**src/design/midi_event_vlq_encoder_unit_macros.svh**
```systemverilog
// ---------------------------------------------------------------------------
// midi event vlq encoder assertion macros
// Shared property wrappers clocked on aclk and held off while aresetn is low.
// ---------------------------------------------------------------------------
`ifndef MIDI_EVENT_VLQ_ENCODER_UNIT_MACROS_SVH
`define MIDI_EVENT_VLQ_ENCODER_UNIT_MACROS_SVH

// same-cycle implication
`define MEVLQ_ASSERT_SAME(lbl, ant, con) \
    lbl: assert property (@(posedge aclk) disable iff (!aresetn) (ant) |-> (con)) \
        else $error("mevlq same-cycle check failed");

// next-cycle implication
`define MEVLQ_ASSERT_NEXT(lbl, ant, con) \
    lbl: assert property (@(posedge aclk) disable iff (!aresetn) (ant) |=> (con)) \
        else $error("mevlq next-cycle check failed");

`endif

```
**src/design/mevlq_pkg.sv**
```systemverilog
// ---------------------------------------------------------------------------
// mevlq_pkg
// Widths, byte slot codes and helpers for the MIDI event VLQ encoder.
// ---------------------------------------------------------------------------
`default_nettype none

package mevlq_pkg;

    localparam int DELTA_W    = 28;
    localparam int BYTE_W     = 8;
    localparam int GROUP_W    = 7;
    localparam int NUM_GROUPS = 4;
    localparam int SLOT_W     = 3;

    localparam logic [BYTE_W-1:0] CONT_BIT = 8'h80;

    // byte slot codes within one event
    localparam logic [SLOT_W-1:0] SLOT_GRP0   = 3'd0;
    localparam logic [SLOT_W-1:0] SLOT_GRP1   = 3'd1;
    localparam logic [SLOT_W-1:0] SLOT_GRP2   = 3'd2;
    localparam logic [SLOT_W-1:0] SLOT_GRP3   = 3'd3;
    localparam logic [SLOT_W-1:0] SLOT_STATUS = 3'd4;
    localparam logic [SLOT_W-1:0] SLOT_DATA1  = 3'd5;
    localparam logic [SLOT_W-1:0] SLOT_DATA2  = 3'd6;

    // first non-zero 7-bit group, the lowest group is always kept
    function automatic logic [SLOT_W-1:0] first_slot(input logic [DELTA_W-1:0] delta);
        logic [SLOT_W-1:0] slot;
        if (delta[27:21] != 7'd0) begin
            slot = SLOT_GRP0;
        end else if (delta[20:14] != 7'd0) begin
            slot = SLOT_GRP1;
        end else if (delta[13:7] != 7'd0) begin
            slot = SLOT_GRP2;
        end else begin
            slot = SLOT_GRP3;
        end
        return slot;
    endfunction

endpackage

`default_nettype wire

```
**src/design/midi_event_vlq_encoder_unit.sv**
```systemverilog
// ---------------------------------------------------------------------------
// midi_event_vlq_encoder_unit
// Turns one MIDI track event into its byte stream: the delta time as a
// variable-length quantity, then status, data1 and data2.
// ---------------------------------------------------------------------------
// An event is taken into a holding register and then sent one byte per cycle
// on the result channel while m_ready is high, one byte per group kept in the
// delta time and then status, data1 and data2. Each byte moves from the
// holding register into the result register before it is shown on m_out_byte.
// The next event is taken in the same cycle that the
// final byte of the current one moves into the result register, so with
// m_ready held high the bytes of consecutive events follow with no gap.
// m_last_of_event marks the data2 byte.
`default_nettype none

`include "midi_event_vlq_encoder_unit_macros.svh"

module midi_event_vlq_encoder_unit (
    input  wire logic                             aclk,
    input  wire logic                             aresetn,
    input  wire logic                             s_valid,
    output logic                                  s_ready,
    input  wire logic [mevlq_pkg::DELTA_W-1:0]    s_delta_ticks,
    input  wire logic [mevlq_pkg::BYTE_W-1:0]     s_status_byte,
    input  wire logic [mevlq_pkg::BYTE_W-1:0]     s_data_first,
    input  wire logic [mevlq_pkg::BYTE_W-1:0]     s_data_second,
    output logic                                  m_valid,
    input  wire logic                             m_ready,
    output logic [mevlq_pkg::BYTE_W-1:0]          m_out_byte,
    output logic                                  m_last_of_event
);
    import mevlq_pkg::*;

    // holding register
    logic                  hold_valid_reg, hold_valid_next;
    logic [SLOT_W-1:0]     slot_reg, slot_next;
    logic [DELTA_W-1:0]    delta_reg;
    logic [BYTE_W-1:0]     status_reg;
    logic [BYTE_W-1:0]     data1_reg;
    logic [BYTE_W-1:0]     data2_reg;

    // result register
    logic                  out_valid_reg, out_valid_next;
    logic [BYTE_W-1:0]     out_byte_reg;
    logic                  out_last_reg;

    logic                  in_fire;
    logic                  out_adv;
    logic                  on_last;
    logic [BYTE_W-1:0]     sel_byte;

    // handshake
    assign out_adv = hold_valid_reg && (!out_valid_reg || m_ready);
    assign on_last = (slot_reg == SLOT_DATA2);
    assign s_ready = !hold_valid_reg || (out_adv && on_last);
    assign in_fire = s_valid && s_ready;

    // byte select for the current slot
    always_comb begin
        case (slot_reg)
            SLOT_GRP0:   sel_byte = CONT_BIT | {1'b0, delta_reg[27:21]};
            SLOT_GRP1:   sel_byte = CONT_BIT | {1'b0, delta_reg[20:14]};
            SLOT_GRP2:   sel_byte = CONT_BIT | {1'b0, delta_reg[13:7]};
            SLOT_GRP3:   sel_byte = {1'b0, delta_reg[6:0]};
            SLOT_STATUS: sel_byte = status_reg;
            SLOT_DATA1:  sel_byte = data1_reg;
            SLOT_DATA2:  sel_byte = data2_reg;
            default:     sel_byte = data2_reg;
        endcase
    end

    // holding control next state
    always_comb begin
        hold_valid_next = hold_valid_reg;
        slot_next       = slot_reg;
        if (in_fire) begin
            hold_valid_next = 1'b1;
            slot_next       = first_slot(s_delta_ticks);
        end else if (out_adv) begin
            if (on_last) begin
                hold_valid_next = 1'b0;
            end else begin
                slot_next = slot_reg + SLOT_W'(1);
            end
        end
    end

    // result valid next state
    always_comb begin
        out_valid_next = out_valid_reg;
        if (out_adv) begin
            out_valid_next = 1'b1;
        end else if (m_ready) begin
            out_valid_next = 1'b0;
        end
    end

    // control registers
    always_ff @(posedge aclk) begin
        if (!aresetn) begin
            hold_valid_reg <= 1'b0;
            slot_reg       <= SLOT_GRP3;
            out_valid_reg  <= 1'b0;
        end else begin
            hold_valid_reg <= hold_valid_next;
            slot_reg       <= slot_next;
            out_valid_reg  <= out_valid_next;
        end
    end

    // event payload capture
    always_ff @(posedge aclk) begin
        if (in_fire) begin
            delta_reg  <= s_delta_ticks;
            status_reg <= s_status_byte;
            data1_reg  <= s_data_first;
            data2_reg  <= s_data_second;
        end
    end

    // result payload
    always_ff @(posedge aclk) begin
        if (out_adv) begin
            out_byte_reg <= sel_byte;
            out_last_reg <= on_last;
        end
    end

    assign m_valid         = out_valid_reg;
    assign m_out_byte      = out_byte_reg;
    assign m_last_of_event = out_last_reg;

    // checks
    `MEVLQ_ASSERT_SAME(a_slot_range, hold_valid_reg, slot_reg <= SLOT_DATA2)
    `MEVLQ_ASSERT_SAME(a_take_when_free, in_fire, !hold_valid_reg || on_last)
    `MEVLQ_ASSERT_NEXT(a_last_flagged, out_adv && on_last, m_valid && m_last_of_event)
    `MEVLQ_ASSERT_NEXT(a_cont_bit, out_adv && slot_reg < SLOT_GRP3, m_out_byte[BYTE_W-1])

endmodule

`default_nettype wire
```
**config.mk**
```make
export PLATFORM = sky130hd
export DESIGN_NAME = midi_event_vlq_encoder_unit
export DESIGN_NICKNAME = d
export VERILOG_FILES = /design/src/design/mevlq_pkg.sv /design/src/design/midi_event_vlq_encoder_unit.sv
export VERILOG_INCLUDE_DIRS = /design/src /design/src/design
export SDC_FILE = /design/constraint.sdc
export NUM_CORES = 1
export LEC_CHECK = 0
export ABC_AREA = 1
export BUFFER_PORTS_ARGS = -buffer_cell sky130_fd_sc_hd__buf_2
export CORE_ASPECT_RATIO = 1.1
export CORE_MARGIN = 5
export CORE_UTILIZATION = 45
export DETAILED_ROUTE_END_ITERATION = 8
export GPL_TIMING_DRIVEN = 0
export HOLD_SLACK_MARGIN = 0.1
export PLACE_DENSITY = 0.66
export RECOVER_POWER = 50
export SYNTH_ARGS = -nofsm -noshare
export SYNTH_HDL_FRONTEND = slang
export SYNTH_SLANG_ARGS = --single-unit
```
**constraint.sdc**
```tcl
create_clock -name aclk -period 4.32 [get_ports aclk]
set_input_delay 0 -clock aclk [delete_from_list [all_inputs] [get_ports aclk]]
set_output_delay 0 -clock aclk [all_outputs]
set_load 0.1 [all_outputs]
```
==> reports/metrics.cfg, run 1 <==
[pwr]
power.share.clock = 0.334
p_leak_nw = 1.54
power.density_nw_per_um2 = 426
p_comb_frac = 0.182
swShare = 0.267
power.switching_uw = 428
pwr-share-seq = 0.485
intPower_mw = 1.18
ir_drop_mv = 0.257

[clock_network]
cts_resized = 0
ctsHtreeMaxLevel = 3
cts.sinks = 66
cts_buffers = 9
clk_path_buf_depth = 2
root_buffer = clkbuf_8
insertion_delay_ns = 0.34
cts_setup_buffers = 0
ctsHoldBuffers = 56
cts_tree = built
cts.clk_slew.worst_paths_ns = 0.07

[sta]
timing.fmax_mhz = 335
setup_viol_count_final = 0
relSlewSlack = 0.223
finalCriticalPeriod_ns = 2.98
post-route-period-util = 0.690
rsz0062_at_grt = false
hold_violations = 0
finalWorstSetupSlack_ns = 1.34
drv_slew = 0
fin_tns_setup_ns = 0
worstMarginPinSlew_ns = 1.17
finClkSkew_ns = 0.00742

[worst_setup_path]
cp_data_required_time_ns = 4.60
critical_path_arrival_ns = 3.26
crit_buf_inv = 4
slowest_delay_ns = 0.73
crit_chain = inv_1, ha_1, nand2_1, inv_2, nand2_2, nand2_4, nand2_1, clkinv_2, nand2_1, nand3_1, nand3_1, dlygate4sd3_1
cp_slowest_cell = clkinv_2
timing.critical_path.mode_cell = nand2_1
crit_path_end_kind = register
cp_top_family = buffers and inverters
path_class = reg -> reg
start_kind = register
critPathMaxFanout = 53

[placed_design]
place.gp.congestion = 0.749
place_ws_ns = 2.06
io_buffers = 66
post-dp-hpwl_um = 3610

[finish]
area_delta_synth_final_pct = 43.5
drive_gt1_frac = 0.174
fillerInstances = 462
num_antenna_cells = 0
largest_reg_flops = 28
nets = 401

[die]
ioPinCount = 67
fp.coreArea_um2 = 5730
die_w_um = 82.8
start_util = 0.458
die_h_um = 90.1
dieArea_um2 = 7470
rows = 29

[outcome]
outcome = completed

[routing]
wl_um = 6170
avgRoutedWirePerCell_um = 14.7
vias_per_cell = 4.69
drt.antenna.violating_nets = 0
drtIter0Drc = 156
drcViolationCount = 0
firstDrtPassIters = 4
vias = 1975

[logic_synthesis]
ys_seq_area_frac = 0.736
syn_avg_cell_area_um2 = 12.7
ys_types = 21
syn-instance-count = 207
ys_ff_latch = 66
synth_nets = 268
ys_warn_count = 0
syn_area_um2 = 2630

[min_path]
hold_class = in -> reg

[global_route]
grt_pass1_vias = 2095
grt_remaining_overflow = 0
grt_use_total = 0.172
grt_max_degree = 54
antenna_found_initial = 0
grt_pass1_wl_um = 9750

[job]
cap_viol_max_count = 0

==> final timing paths <==
kind,endpoint,slack [ns],startpoint,depth (start not counted)
worst min-delay path,delta_reg[3],0.36,s_delta_ticks[3],2
worst min register to register,hold_valid_reg,0.50,hold_valid_reg,2
worst max register to register,slot_reg[1],1.34,slot_reg[0],12
worst max-delay path,slot_reg[1],1.34,slot_reg[0],12
==> layer usage <==
layer / vias to the layer above / track usage / part of all wire / routed length [µm]
li1: 986 / - / - / -
met1: 896 / 0.181 / 0.38 / 2340
met2: 74 / 0.305 / 0.54 / 3310
met3: 19 / 0.0393 / 0.052 / 321
met4: 0 / 0.112 / 0.032 / 199
met5: - / 0 / 0 / 0
==> synth_stat cells (all sizes together) <==
| cell type | n | area, µm² |
|---|---|---|
| o21a | 1 | 7.51 |
| clkbuf | 1 | 3.75 |
| edfxtp | 61 | 1830 |
| nor3 | 3 | 26.3 |
| nand2 | 63 | 267 |
| inv | 18 | 70.1 |
| nand3 | 10 | 50.1 |
| nand4 | 3 | 18.8 |
| o21ai | 1 | 5.00 |
| a21oi | 13 | 65.1 |
| a22o | 6 | 52.6 |
| ha | 5 | 62.6 |
| nor2 | 16 | 62.6 |
| dfxtp | 5 | 100 |
| clkinv | 1 | 3.75 |
==> power by group through the flow <==
stage | clock (mW) | combinational [mW] | sequential, mW
floorplan | 0 | 0.109 | 0.866
global placement | 0 | 0.255 | 0.791
detailed placement | 0 | 0.258 | 0.791
CTS | 0.542 | 0.298 | 0.778
global route | 0.575 | 0.317 | 0.782
finish | 0.535 | 0.292 | 0.778
==> layout by cell type, fill, tap and decap left out, types with 2 or more instances in the layout <==
cell type	count
dlygate4sd3_1	56
nand2_4	2
dfxtp_1	5
nand2_1	59
edfxtp_1	61
nand4_1	3
nand2_2	2
inv_2	2
bufinv_16	2
clkbuf_8	9
clkbuf_1	30
clkinv_1	2
inv_1	15
nand3_1	10
a21oi_1	13
buf_2	39
a22o_1	6
nor2_1	15
ha_1	5
nor3_1	2
==> logic make-up (layout without fill, tap and decap cells) <==
logic type,after synthesis,count (layout),synth area share
compound gates,21,21,0.0495
fa+ha+maj,5,5,0.0238
buf+inv,20,157,0.0295
simple gates,95,95,0.162
flops,66,66,0.736
==> area by class of cell <==
type                    count  area [µm²]  share of cell area
plain buffers               1        3.75            0.000996
clock inverters             4        67.6              0.0179
clock buffers              11         131              0.0348
well taps                  77        96.3              0.0256
multi-input cells         121         607               0.161
repair buffers            122         857               0.227
inverters                  19        75.1              0.0199
flip-flops and latches     66        1930               0.512
==> through the flow <==
step	cells	utilization	power, mW	instance area, µm²	hold slack, ns
after floorplan	207	-	0.975	2630	0.0842
after global placement	350	0.533	1.05	3050	0.177
after detailed placement	350	0.533	1.05	3050	0.178
after CTS	421	0.665	1.62	3810	0.353
after global routing	421	0.658	1.67	3770	0.361
final	421	0.658	1.60	3770	0.364
Power figures use the tool's default switching activity.
==> inputs of run 2 (changes only) <==
- clock period: 4.32 -> 2.9 ns (I/O delays scaled with it)
==> reports/metrics.cfg, run 2 (synthesized netlist as in run 1, its figures left out) <==
[sta]
drv_slew = 0
fin_tns_setup_ns = 0
setup_viol_count_final = 0
worstMarginPinSlew_ns = 1.17
rsz0062_at_grt = false
finClkSkew_ns = 0.00955
post-route-period-util = 0.852
finalCriticalPeriod_ns = 2.47
relSlewSlack = 0.224
hold_violations = 0
finalWorstSetupSlack_ns = 0.430
timing.fmax_mhz = 405

[clock_network]
ctsHtreeMaxLevel = 3
cts_setup_buffers = 0
cts_buffers = 9
root_buffer = clkbuf_8
cts.clk_slew.worst_paths_ns = 0.07
insertion_delay_ns = 0.33
clk_path_buf_depth = 2
cts_tree = built
cts.sinks = 66

[placed_design]
post_dp_cell_area_um2 = 3050
place_ws_ns = 0.646
io_buffers = 66
place.gp.congestion = 0.768
post-dp-hpwl_um = 3680
post-place-cells = 350

[routing]
drt.antenna.violating_nets = 0
drtIter0Drc = 117
wl_um = 6120
vias_per_cell = 4.69
firstDrtPassIters = 4
avgRoutedWirePerCell_um = 14.5
drcViolationCount = 0
vias = 1980

[worst_setup_path]
slowest_delay_ns = 0.55
start_kind = register
cp_top_family = buffers and inverters
reg2reg_to = slot_reg[1]
critPathCapture = slot_reg[1]
cp_data_required_time_ns = 3.12
path_class = reg -> reg
cp_slowest_cell = dlygate4sd3_1
crit_buf_inv = 4
rr_worst_depth = 12
startpoint = slot_reg[0]
path_depth = 12
crit_chain = inv_1, ha_1, nand2_1, inv_2, nand2_2, nand2_4, nand2_4, inv_4, nand2_1, nand3_1, nand3_1, dlygate4sd3_1
critPathMaxFanout = 53
crit_path_end_kind = register
critical_path_arrival_ns = 2.69
reg2reg_slack_ns = 0.43
regToRegStartpoint = slot_reg[0]

[die]
rows = 29
die_w_um = 82.8
start_util = 0.458
dieArea_um2 = 7470
ioPinCount = 67
die_h_um = 90.1
fp.coreArea_um2 = 5730

[outcome]
outcome = completed

[finish]
largest_reg_flops = 28
fillerInstances = 475
area_delta_synth_final_pct = 42.4
final_cell_mix = edfxtp_1, nand2_1, dlygate4sd3_1, buf_2, clkbuf_1
drive_gt1_frac = 0.180
instances_no_fill = 422
num_antenna_cells = 0
final_common_cell = edfxtp_1
postLayoutCellArea_um2 = 3740
nets = 401

[job]
cap_viol_max_count = 0

[global_route]
grt_pass1_wl_um = 9710
grt_max_degree = 54
antenna_found_initial = 0
grt_use_total = 0.169
grt_remaining_overflow = 0
grt_pass1_vias = 2077

[min_path]
hold_class = in -> reg
min-delay-start = s_data_first[1]

[pwr]
p_leak_nw = 1.51
ir_drop_mv = 0.400
finalPower_mw = 2.23
power.density_nw_per_um2 = 597

[run 2: cell count changes in the layout (fill, tap and decap cells not counted), sizes merged]
cell	change
clkinvlp	+3
bufinv	-2
buf	-1
inv	+1
[run 2: worst min path at each step]
| stage | endpoint | slack [ns] | cells after the start |
|---|---|---|---|
| after global routing | status_reg[7] | 0.36 | 2 |
| after detailed placement | delta_reg[6] | 0.18 | 1 |
| after global placement | delta_reg[0] | 0.18 | 1 |
| after floorplan | slot_reg[1] | 0.08 | 1 |
| after CTS | status_reg[2] | 0.35 | 2 |
| final | data1_reg[1] | 0.37 | 2 |
[run 2: what timing repair did]
item,CTS,global route
endpoints found under the setup margin,0,1
resized for setup,0,1
endpoints found under the hold margin,57,0
hold buffers,56,0
[run 2: worst register-to-register path: cells and delay by family (launching register included)]
| family | cells | cell delay [ns] |
|---|---|---|
| fa+ha+maj | 1 | 0.20 |
| buf+inv | 4 | 1.24 |
| flops | 1 | 0.33 |
| simple gates | 7 | 0.61 |
[run 2: report_power, final]
part	total, mW	switching [mW]	internal, mW
Sequential	1.16	0.0237	1.13
Combinational	0.439	0.295	0.144
Clock	0.636	0.335	0.301
[run 2: final cells by class]
class	count	area, µm²	area share
clock inverter	6	33.8	0.00903
inverter	19	76.3	0.0204
tap	77	96.3	0.0258
buffer	1	3.75	0.00100
clock buffer	10	128	0.0341
sequential	66	1930	0.516
timing repair buffer	122	857	0.229
multi-input combinational	121	614	0.164
[run 2: per-stage QoR]
| stage | hold WS [ns] | utilization |
|---|---|---|
| 6_report | 0.371 | 0.653 |
| 5_1_grt | 0.356 | 0.653 |
| 4_1_cts | 0.353 | 0.659 |
| 3_5_place_dp | 0.178 | 0.533 |
| 3_3_place_gp | 0.178 | 0.533 |
| 2_1_floorplan | 0.0842 | - |
[run 2: per-layer routing]
layer	vias to the layer above	track usage	wire length, µm
li1	981	-	-
met1	924	0.178	2340
met2	60	0.304	3300
met3	15	0.0411	309
met4	0	0.0954	167
met5	-	0	0
==> inputs of run 3 (changes only) <==
- clock period: 2.9 -> 2.7 ns (I/O delays scaled with it)
==> reports/metrics.cfg, run 3 (synthesized netlist as in run 1, its figures left out) <==
[outcome]
outcome = completed

[placed_design]
place_ws_ns = 0.446
post-dp-hpwl_um = 3680
place.gp.congestion = 0.768
io_buffers = 66

[die]
rows = 29
dieArea_um2 = 7470
start_util = 0.458
die_h_um = 90.1
fp.coreArea_um2 = 5730
die_w_um = 82.8
ioPinCount = 67

[job]
cap_viol_max_count = 0

[finish]
fin_util = 0.651
regArea_um2 = 1930
drive_gt1_frac = 0.180
area_delta_synth_final_pct = 42.0
final_common_cell = edfxtp_1
multi_input_area_um2 = 614
num_antenna_cells = 0
final_cell_mix = edfxtp_1, nand2_1, dlygate4sd3_1, buf_2, clkbuf_1
nets = 400
largest_reg_flops = 28
fillerInstances = 477

[sta]
drv_slew = 0
relSlewSlack = 0.224
finalCriticalPeriod_ns = 2.30
fin_tns_setup_ns = 0
finalWorstSetupSlack_ns = 0.403
post-route-period-util = 0.851
holdWs_ns = 0.371
setup_viol_count_final = 0
worstMarginPinSlew_ns = 1.17
hold_violations = 0
rsz0062_at_grt = false
finClkSkew_ns = 0.00946
timing.fmax_mhz = 435

[clock_network]
cts_resized = 0
cts.clk_slew.worst_paths_ns = 0.07
clk_path_buf_depth = 2
ctsHtreeMaxLevel = 3
insertion_delay_ns = 0.33
cts.sinks = 66
cts_buffers = 9
cts_tree = built
root_buffer = clkbuf_8

[pwr]
power.density_nw_per_um2 = 643
p_leak_nw = 1.51
ir_drop_mv = 0.429
finalPower_mw = 2.40

[routing]
drcViolationCount = 0
vias_per_cell = 4.70
avgRoutedWirePerCell_um = 14.6
drt.antenna.violating_nets = 0
firstDrtPassIters = 4
wl_um = 6170
drtIter0Drc = 116
vias = 1977

[worst_setup_path]
path_class = reg -> reg
critical_path_arrival_ns = 2.10
start_kind = register
critPathMaxFanout = 53
crit_path_end_kind = register
cp_data_required_time_ns = 2.51

[global_route]
grt_max_degree = 54
grt_use_total = 0.169
antenna_found_initial = 0
grt_pass1_vias = 2077
grt_pass1_wl_um = 9710
grt_remaining_overflow = 0

[min_path]
hold_class = in -> reg

[run 3: changes by cell type in the layout (fill, tap and decap cells not counted), sizes merged]
cell,change
inv,-1
dlygate4sd3,-1
clkinv,+1
[run 3: final cells by class]
class                   instances  share of cell area
flip-flops and latches         66               0.518
multi-input cells             121               0.165
clock buffers                  10              0.0342
repair buffers                121               0.227
clock inverters                 6             0.00906
inverters                      19              0.0201
plain buffers                   1             0.00101
well taps                      77              0.0258
[run 3: repair_timing]
item,4_1_cts,5_1_grt
setup buffers,0,0
endpoints found under the hold margin,57,0
hold buffers,55,0
[run 3: routing by layer]
metal  part of all wire  global-route usage  vias up  routed length [µm]
met5                  0                   0        -                   0
met3              0.050              0.0411       15                 306
met1               0.39               0.178      922                2390
li1                   -                   -      980                   -
met4              0.027              0.0954        0                 167
met2               0.54               0.304       60                3300
[run 3: metrics by stage]
| stage | cells | cell area [µm²] |
|---|---|---|
| floorplan | 207 | 2630 |
| global route | 421 | 3730 |
| finish | 421 | 3730 |
| global placement | 350 | 3050 |
| CTS | 421 | 3770 |
| detailed placement | 350 | 3050 |
[run 3: report_power, final]
group | internal [mW] | leakage, nW | switching (mW) | total [mW]
clock | 0.323 | 0.0710 | 0.361 | 0.684
combinational | 0.152 | 0.816 | 0.316 | 0.468
sequential | 1.22 | 0.624 | 0.0256 | 1.24
total | 1.69 | 1.51 | 0.702 | 2.40
[run 3: worst paths after layout]
check,slack (ns),cells after the start,end,from
setup / recovery,0.40,8,data2_reg[4],slot_reg[0]
hold / removal,0.37,2,data1_reg[1],s_data_first[1]
setup reg to reg,0.40,8,data2_reg[4],slot_reg[0]
hold reg to reg,0.53,2,m_out_byte[7],data2_reg[7]
[run 3: worst max-delay path, cell delays in order, from the launching register on]
cell      delay (ns)
dfxtp_1         0.36
inv_1           0.10
ha_1            0.23
nand2_1         0.10
inv_2           0.05
nand2_2         0.08
nand2_4         0.06
nand2_4         0.10
clkinv_2        0.67
